`config.mk`:
```
export PLATFORM = sky130hd
export DESIGN_NAME = oled_page_framebuffer_streamer
export DESIGN_NICKNAME = d
export VERILOG_FILES = /design/src/hdl/ofs_pkg.sv /design/src/hdl/ofs_front.sv /design/src/hdl/ofs_queue.sv /design/src/hdl/ofs_back.sv /design/src/hdl/oled_page_framebuffer_streamer.sv
export SDC_FILE = /design/constraint.sdc
export NUM_CORES = 1
export LEC_CHECK = 0
export BUFFER_PORTS_ARGS = -buffer_cell sky130_fd_sc_hd__buf_2
export CORE_ASPECT_RATIO = 0.5
export CORE_MARGIN = 5
export CORE_UTILIZATION = 46
export DETAILED_ROUTE_END_ITERATION = 6
export PLACE_DENSITY_LB_ADDON = 0.25
export SLEW_MARGIN = 10
export SYNTH_ARGS = -nofsm -noshare
export SYNTH_HDL_FRONTEND = slang
export SYNTH_HIERARCHICAL = 1
export SYNTH_SLANG_ARGS = --single-unit
export TNS_END_PERCENT = 1
```
`constraint.sdc`:
```
create_clock -name clk -period 6.7 [get_ports clk]
set_clock_uncertainty 0.05 [all_clocks]
set_input_delay 1.675 -clock clk [delete_from_list [all_inputs] [get_ports clk]]
set_output_delay 1.675 -clock clk [all_outputs]
set_load 0.05 [all_outputs]
```
`src/hdl/ofs_pkg.sv`:
```
// Shared types and constants for the OLED page framebuffer streamer.
package ofs_pkg;

  // Bus bytes of the controller protocol.
  localparam logic [7:0] DEV_ADDR   = 8'h78;
  localparam logic [7:0] CTRL_CMD   = 8'h00;
  localparam logic [7:0] CTRL_DATA  = 8'h40;
  localparam logic [7:0] CMD_COL_LO = 8'h00;
  localparam logic [7:0] CMD_COL_HI = 8'h10;
  localparam logic [7:0] CMD_PAGE   = 8'hB0;

  // Configuration register indexes.
  localparam logic [1:0] CFG_COL_START   = 2'd0;
  localparam logic [1:0] CFG_FIRST_PAGE  = 2'd1;
  localparam logic [1:0] CFG_PAGE_COUNT  = 2'd2;

  localparam logic [3:0] PAGE_COUNT_RESET = 4'd8;

  // Byte positions inside one bus transaction.
  localparam logic [3:0] POS_ADDR      = 4'd0;
  localparam logic [3:0] POS_CTRL      = 4'd1;
  localparam logic [3:0] POS_CMD       = 4'd2;
  localparam logic [3:0] POS_DATA0     = 4'd2;
  localparam logic [3:0] POS_DATA_LAST = 4'd9;

  // Transaction currently being sent by the back end.
  typedef enum logic [1:0] {
    FRAME_COL_LO,
    FRAME_COL_HI,
    FRAME_PAGE,
    FRAME_DATA
  } frame_t;

  // One classified column group waiting to go out on the bus.
  typedef struct packed {
    logic [7:0][7:0] cols;
    logic            header;
    logic [2:0]      page;
    logic [3:0]      offset;
  } q_entry_t;

endpackage

```
`src/hdl/ofs_front.sv`:
```
// Front end: configuration, page/group tracking, transpose and queue push.
module ofs_front import ofs_pkg::*; #(
  parameter int COLUMN_GROUPS = 16,
  parameter int DISPLAY_PAGES = 8
) (
  input  logic            clk,
  input  logic            rst,
  input  logic            in_valid,
  output logic            in_ready,
  input  logic [7:0][7:0] rows,
  input  logic            cfg_write,
  input  logic [1:0]      cfg_index,
  input  logic [3:0]      cfg_data,
  input  logic            full,
  output logic            push,
  output q_entry_t        entry
);

  localparam int GW = (COLUMN_GROUPS > 1) ? $clog2(COLUMN_GROUPS) : 1;
  localparam logic [GW-1:0] LAST_GROUP = GW'(COLUMN_GROUPS - 1);
  localparam logic [3:0] PAGE_LIMIT = 4'(DISPLAY_PAGES);

  logic [3:0]    col_start;
  logic [2:0]    first_page;
  logic [3:0]    page_count;
  logic [GW-1:0] group_index;
  logic [2:0]    current_page;
  logic [3:0]    pages_left;

  logic [GW-1:0] group_index_next;
  logic [2:0]    current_page_next;
  logic [3:0]    pages_left_next;
  logic [3:0]    page_after;
  logic [3:0]    pages_dec;
  logic          page_start;
  logic          drop;
  logic          accept;

  assign in_ready   = !full;
  assign accept     = in_valid && in_ready;
  assign page_start = (group_index == '0);
  // At a page start with no pages left, or past the last display page, the beat is swallowed.
  assign drop = page_start && ((pages_left == 4'd0) || ({1'b0, current_page} >= PAGE_LIMIT));
  assign push = accept && !drop;

  always_comb begin
    for (int c = 0; c < 8; c++) begin
      for (int r = 0; r < 8; r++) begin
        entry.cols[c][r] = rows[r][7-c];
      end
    end
    entry.header = page_start;
    entry.page   = current_page;
    entry.offset = col_start;
  end

  assign page_after = {1'b0, current_page} + 4'd1;
  assign pages_dec  = pages_left - 4'd1;

  always_comb begin
    group_index_next  = group_index + GW'(1);
    current_page_next = current_page;
    pages_left_next   = pages_left;
    if (group_index == LAST_GROUP) begin
      group_index_next = '0;
      if ((pages_dec == 4'd0) || (page_after >= PAGE_LIMIT)) begin
        current_page_next = first_page;
        pages_left_next   = page_count;
      end else begin
        current_page_next = page_after[2:0];
        pages_left_next   = pages_dec;
      end
    end
  end

  always_ff @(posedge clk) begin
    if (rst) begin
      col_start     <= 4'd0;
      first_page    <= 3'd0;
      page_count    <= PAGE_COUNT_RESET;
      group_index   <= '0;
      current_page  <= 3'd0;
      pages_left    <= PAGE_COUNT_RESET;
    end else if (cfg_write) begin
      unique case (cfg_index)
        CFG_COL_START: begin
          col_start     <= cfg_data;
          group_index   <= '0;
          current_page  <= first_page;
          pages_left    <= page_count;
        end
        CFG_FIRST_PAGE: begin
          first_page   <= cfg_data[2:0];
          group_index  <= '0;
          current_page <= cfg_data[2:0];
          pages_left   <= page_count;
        end
        CFG_PAGE_COUNT: begin
          page_count   <= cfg_data;
          group_index  <= '0;
          current_page <= first_page;
          pages_left   <= cfg_data;
        end
        default: begin
        end
      endcase
    end else if (push) begin
      group_index  <= group_index_next;
      current_page <= current_page_next;
      pages_left   <= pages_left_next;
    end
  end

endmodule

```
`src/hdl/ofs_queue.sv`:
```
// Two-entry queue between the front end and the bus sequencer.
module ofs_queue import ofs_pkg::*; (
  input  logic     clk,
  input  logic     rst,
  input  logic     push,
  input  q_entry_t push_entry,
  output logic     full,
  input  logic     pop,
  output logic     head_valid,
  output q_entry_t head
);

  q_entry_t   slots [2];
  logic       wptr;
  logic       rptr;
  logic [1:0] count;

  assign full       = (count == 2'd2);
  assign head_valid = (count != 2'd0);
  assign head       = slots[rptr];

  always_ff @(posedge clk) begin
    if (push) begin
      slots[wptr] <= push_entry;
    end
  end

  always_ff @(posedge clk) begin
    if (rst) begin
      wptr  <= 1'b0;
      rptr  <= 1'b0;
      count <= 2'd0;
    end else begin
      if (push) begin
        wptr <= !wptr;
      end
      if (pop) begin
        rptr <= !rptr;
      end
      unique case ({push, pop})
        2'b10:   count <= count + 2'd1;
        2'b01:   count <= count - 2'd1;
        default: count <= count;
      endcase
    end
  end

endmodule

```
`src/hdl/ofs_back.sv`:
```
// Back end: walks the queue head's bus transactions, one byte per cycle unless stalled.
module ofs_back import ofs_pkg::*; (
  input  logic       clk,
  input  logic       rst,
  input  logic       head_valid,
  input  q_entry_t   head,
  output logic       pop,
  output logic       out_valid,
  input  logic       out_ready,
  output logic [7:0] bus_byte,
  output logic       start_before,
  output logic       stop_after,
  output logic       last
);

  logic       busy;
  logic       busy_next;
  frame_t     frame;
  frame_t     frame_next;
  frame_t     cur_frame;
  logic [3:0] pos;
  logic [3:0] pos_next;
  logic [3:0] cur_pos;
  logic [2:0] col_sel;
  logic       emit;
  logic       frame_end;
  logic [7:0] byte_c;
  logic       st_c;
  logic       sp_c;
  logic       last_c;

  // An idle sequencer starts the head item right away, so items follow with no gap.
  assign cur_frame = busy ? frame : (head.header ? FRAME_COL_LO : FRAME_DATA);
  assign cur_pos   = busy ? pos : POS_ADDR;
  assign emit      = head_valid && (!out_valid || out_ready);
  assign frame_end = (cur_frame == FRAME_DATA) ? (cur_pos == POS_DATA_LAST)
                                               : (cur_pos == POS_CMD);
  assign col_sel   = 3'(cur_pos - POS_DATA0);

  always_comb begin
    busy_next  = busy;
    frame_next = frame;
    pos_next   = pos;
    pop        = 1'b0;
    if (emit) begin
      if (frame_end) begin
        unique case (cur_frame)
          FRAME_COL_LO: frame_next = FRAME_COL_HI;
          FRAME_COL_HI: frame_next = FRAME_PAGE;
          FRAME_PAGE:   frame_next = FRAME_DATA;
          FRAME_DATA:   frame_next = FRAME_DATA;
        endcase
        pos_next  = POS_ADDR;
        busy_next = (cur_frame != FRAME_DATA);
        pop       = (cur_frame == FRAME_DATA);
      end else begin
        frame_next = cur_frame;
        pos_next   = cur_pos + 4'd1;
        busy_next  = 1'b1;
      end
    end
  end

  always_comb begin
    st_c   = (cur_pos == POS_ADDR);
    sp_c   = frame_end;
    last_c = frame_end && (cur_frame == FRAME_DATA);
    if (cur_pos == POS_ADDR) begin
      byte_c = DEV_ADDR;
    end else if (cur_pos == POS_CTRL) begin
      byte_c = (cur_frame == FRAME_DATA) ? CTRL_DATA : CTRL_CMD;
    end else begin
      unique case (cur_frame)
        FRAME_COL_LO: byte_c = CMD_COL_LO | {4'd0, head.offset};
        FRAME_COL_HI: byte_c = CMD_COL_HI;
        FRAME_PAGE:   byte_c = CMD_PAGE | {5'd0, head.page};
        FRAME_DATA:   byte_c = head.cols[col_sel];
      endcase
    end
  end

  always_ff @(posedge clk) begin
    if (rst) begin
      busy      <= 1'b0;
      frame     <= FRAME_DATA;
      pos       <= POS_ADDR;
      out_valid <= 1'b0;
    end else begin
      busy  <= busy_next;
      frame <= frame_next;
      pos   <= pos_next;
      if (emit) begin
        out_valid <= 1'b1;
      end else if (out_ready) begin
        out_valid <= 1'b0;
      end
    end
  end

  always_ff @(posedge clk) begin
    if (emit) begin
      bus_byte     <= byte_c;
      start_before <= st_c;
      stop_after   <= sp_c;
      last         <= last_c;
    end
  end

endmodule

```
`src/hdl/oled_page_framebuffer_streamer.sv`:
```
// Top level: turns framebuffer column groups into OLED bus byte beats.
//
//   channel  | handshake                  | payload
//   ---------+----------------------------+----------------------------------------
//   input    | in_valid / in_ready        | row_byte_0 .. row_byte_7
//   output   | out_valid / out_ready      | bus_byte, start_before, stop_after, last
//   config   | cfg_write (no wait)        | cfg_index, cfg_data
//
// Each queued item yields 10 output beats, or 19 at the first group of a page, one per
// cycle from the byte sequencer unless the output stalls; it sets the sustained rate.
// The input side takes one item per cycle while the two-entry queue has room.
// Reset (synchronous, rst high) empties the queue and loads the register reset values.
// An output stall holds the output register; the front keeps accepting until the queue fills.
module oled_page_framebuffer_streamer import ofs_pkg::*; #(
  parameter int COLUMN_GROUPS = 16,
  parameter int DISPLAY_PAGES = 8
) (
  input  logic       clk,
  input  logic       rst,
  input  logic       in_valid,
  output logic       in_ready,
  input  logic [7:0] row_byte_0,
  input  logic [7:0] row_byte_1,
  input  logic [7:0] row_byte_2,
  input  logic [7:0] row_byte_3,
  input  logic [7:0] row_byte_4,
  input  logic [7:0] row_byte_5,
  input  logic [7:0] row_byte_6,
  input  logic [7:0] row_byte_7,
  output logic       out_valid,
  input  logic       out_ready,
  output logic [7:0] bus_byte,
  output logic       start_before,
  output logic       stop_after,
  output logic       last,
  input  logic       cfg_write,
  input  logic [1:0] cfg_index,
  input  logic [3:0] cfg_data
);

  logic [7:0][7:0] rows;
  logic            push;
  logic            full;
  q_entry_t        push_entry;
  logic            pop;
  logic            head_valid;
  q_entry_t        head;

  assign rows = {row_byte_7, row_byte_6, row_byte_5, row_byte_4,
                 row_byte_3, row_byte_2, row_byte_1, row_byte_0};

  ofs_front #(
    .COLUMN_GROUPS(COLUMN_GROUPS),
    .DISPLAY_PAGES(DISPLAY_PAGES)
  ) u_front (
    .clk(clk),
    .rst(rst),
    .in_valid(in_valid),
    .in_ready(in_ready),
    .rows(rows),
    .cfg_write(cfg_write),
    .cfg_index(cfg_index),
    .cfg_data(cfg_data),
    .full(full),
    .push(push),
    .entry(push_entry)
  );

  ofs_queue u_queue (
    .clk(clk),
    .rst(rst),
    .push(push),
    .push_entry(push_entry),
    .full(full),
    .pop(pop),
    .head_valid(head_valid),
    .head(head)
  );

  ofs_back u_back (
    .clk(clk),
    .rst(rst),
    .head_valid(head_valid),
    .head(head),
    .pop(pop),
    .out_valid(out_valid),
    .out_ready(out_ready),
    .bus_byte(bus_byte),
    .start_before(start_before),
    .stop_after(stop_after),
    .last(last)
  );

`ifndef SYNTHESIS
  a_no_overflow: assert property (@(posedge clk) disable iff (rst) push |-> !full)
    else $error("queue written while full");
  a_pop_has_item: assert property (@(posedge clk) disable iff (rst) pop |-> head_valid)
    else $error("queue popped while empty");
  a_last_stops: assert property (@(posedge clk) disable iff (rst)
    (out_valid && last) |-> stop_after)
    else $error("final beat of an item without stop");
  a_start_addr: assert property (@(posedge clk) disable iff (rst)
    (out_valid && start_before) |-> (bus_byte == DEV_ADDR))
    else $error("start condition on a byte other than the device address");
`endif

endmodule
```
==> impl_metrics.ini <==
[status]
status = completed

[clocking]
clock_sinks = 190
ctsHoldBuffers = 0
cts-root-buf = clkbuf_16
cts_buffers = 17
cts_setup_buffers = 0
post_cts_resized = 0
cts_tree = yes
h-tree-depth = 4
clk_pin_slew_worst_paths_ps = 70
clock_path_buffers = 2
insertion_delay_ps = 430

[drt]
drc = 0
routedWlPerCell_um = 18.6
ant_nets = 0
wl_mm = 17.2
vias_per_cell = 5.31
dr.pass1.iters = 4
drt_iter0_markers = 303
vias = 4904

[power_and_ir_drop]
p_switching_mw = 0.730
internal_power_mw = 2.05
pwr-share-seq_pct = 51.6
p_sw_share_pct = 26.2
leakagePower_nw = 3.38
comb_power_share_pct = 11.4
clkPwrFrac_pct = 36.9
ir_drop_uv = 217
power_density_nw_per_um2 = 291

[cells_and_area]
nFillCells = 1586
nets = 736
layout_common_cells = edfxtp_1, buf_2, mux2_2
syn_to_final_growth_pct = 8.99
fin_area_um2 = 9570
regArea_um2 = 5360
multiInputGateArea_um2 = 2740
layout_commonest_cell = edfxtp_1
antenna_cells = 0
drive_gt1_share_pct = 34.7

[worst_setup_path]
cp.required_ps = 6710
rrSetupSlack_ps = 3260
reg2reg_depth = 7
critical_path.startpoint_type = primary input
worstSetupPathType = in -> reg
cp-end-kind = flop
cp.arrival_ps = 3520
reg2reg_to = u_back/bus_byte[2]
cp_max_fo = 42

[grt]
grt_antenna_before_repair = 0
grt_use_total_pct = 15.8
grt_pass1_wl_mm = 27.1
grt_max_degree = 43
globalRouteOverflowTotal = 0
grt_pass1_vias = 5128

[sta]
timing.fmax_mhz = 285
relSlewSlack_pct = 29.3
fin_crit_ps = 3500
finalHoldViolations = 0
drv_slew = 0
rsz0062_at_grt = no
tns_ps = 0
setup_viol = 0
worst_slew_pin_slew_ps = 1060
timing.final.crit_share_pct = 52.3

[floorplan]
num_io_pins = 88
die_h_um = 108
die_area_um2 = 22100
floorplan.initialDensity_pct = 47.3
rows = 35
fp.dieW_um = 205
core_um2 = 18600

[synth]
synth-edff-count = 155
synth_cell_type_count = 70
async_reset_ff_share_pct = 0
yosysSeqAreaShare_pct = 61.0
avgSynthCellArea_um2 = 13.9
synth_fp_nets = 717
ys.warnings.count = 6
syn_area_um2 = 8780
ys_ff_latch = 190
synth_flop_cell = edfxtp_1
synthCells = 633

[place]
dp_hpwl_mm = 11.5
gp_congestion = 0.822
postPlaceCellArea_um2 = 8950
io_buffers = 87

[min_path]
hold-path-cell-count = 0
hold_class = reg -> reg
whs_endpoint = u_queue/slots[0][2]
min-delay-start = u_front/col_start[2]

[flow_run]
drv_cap = 0
logic make-up (layout without fill, tap and decap cells):
| kind of cell | Yosys count | in the layout | share of synthesized area (%) |
|---|---|---|---|
| adders and majority gates | 9 | 9 | 1.28 |
| xor gates and xnor gates | 8 | 8 | 0.798 |
| AOI/OAI and AO/OA | 88 | 88 | 7.66 |
| muxes | 106 | 106 | 14.2 |
| and+or+nand+nor | 122 | 122 | 7.11 |
| buffers and inverters | 110 | 142 | 7.99 |
| DFF | 190 | 190 | 61.0 |
through the flow:
step | setup slack, ps | hold slack [ps] | utilization (%) | total power [mW] | cells
floorplan | 1210 | 375 | - | 1.71 | 633
global placement | 2740 | 415 | 48.2 | 1.78 | 892
detailed placement | 2720 | 417 | 48.2 | 1.79 | 892
CTS | 3160 | 445 | 51.6 | 2.82 | 924
global route | 3090 | 463 | 51.6 | 2.90 | 924
finish | 3200 | 430 | 51.6 | 2.78 | 924
metal layers:
| layer | wire [µm] | track usage, % | part of all wire (%) | vias to the layer above |
|---|---|---|---|---|
| met5 | 0 | 0 | 0 | - |
| met1 | 7730 | 20.6 | 45 | 2437 |
| met3 | 869 | 3.58 | 5.1 | 13 |
| li1 | - | - | - | 2347 |
| met2 | 8430 | 27.1 | 49 | 107 |
| met4 | 136 | 3.92 | 0.79 | 0 |
synth_stat cells, types with 4 or more instances:
master / instances / area (µm²)
mux2_1: 6 / 67.6
dfxtp_1: 35 / 701
o32ai_1: 12 / 105
o21ai_0: 9 / 45.0
inv_2: 5 / 18.8
ha_1: 9 / 113
a21oi_1: 17 / 85.1
buf_2: 14 / 70.1
nand2_1: 21 / 78.8
nand2b_1: 9 / 56.3
inv_1: 14 / 52.6
and3_1: 4 / 25.0
clkbuf_1: 7 / 26.3
buf_4: 66 / 495
mux2_2: 76 / 856
mux4_2: 4 / 90.1
mux2i_1: 15 / 150
xnor2_1: 5 / 43.8
edfxtp_1: 155 / 4650
nor2_1: 48 / 180
nand3_1: 10 / 50.1
o22ai_1: 4 / 25.0
and2_1: 4 / 25.0
nor3_1: 6 / 30.0
mux2_4: 4 / 60.1
o21ai_1: 5 / 25.0
area by class of cell:
type	instances	area share [%]
Clock buffer	17	4.44
Multi-Input combinational cell	333	28.6
Clock inverter	15	2.04
Timing Repair Buffer	91	4.86
Sequential cell	190	56.0
Inverter	19	0.745
Tap cell	259	3.39
state kept, by name, summed over array words and instances, names as in the netlist, named ones only:
| signal | count |
|---|---|
| u_back/bus_byte | 8 |
| u_back/out_valid | 1 |
| u_front/col_start | 4 |
| u_front/group_index | 4 |
| u_queue/wptr | 1 |
| u_back/pos | 4 |
| u_back/last | 1 |
| u_back/frame | 2 |
| u_back/start_before | 1 |
| u_queue/count | 2 |
| u_front/pages_left | 4 |
| u_front/page_count | 4 |
| u_back/busy | 1 |
| u_queue/slots | 144 |
| u_back/stop_after | 1 |
| u_queue/rptr | 1 |
| u_front/first_page | 3 |
| u_front/current_page | 3 |
worst max-delay path: stages:
cell and delay [ps]:
buf_2 90, and3_1 240, inv_1 120, nor2_4 720, buf_4 640
how the worst max path moves through the flow:
stage	startpoint	to	cells past startpoint	slack (ps)
after floorplan	in_valid	u_queue/slots[0][0]	3	1210
after global placement	in_valid	u_queue/slots[0][49]	5	2740
after detailed placement	in_valid	u_queue/slots[0][49]	5	2720
after CTS	in_valid	u_queue/slots[0][48]	5	3160
after global routing	in_valid	u_queue/slots[0][48]	5	3090
final	in_valid	u_queue/slots[0][49]	5	3200
power by group through the flow:
stage | clock network [mW] | logic (mW) | registers [mW]
after floorplan | 0 | 0.239 | 1.47
after global placement | 0 | 0.317 | 1.46
after detailed placement | 0 | 0.320 | 1.47
after CTS | 1.05 | 0.323 | 1.44
after global routing | 1.11 | 0.350 | 1.45
final | 1.03 | 0.319 | 1.44
Power figures use the tool's default switching activity.
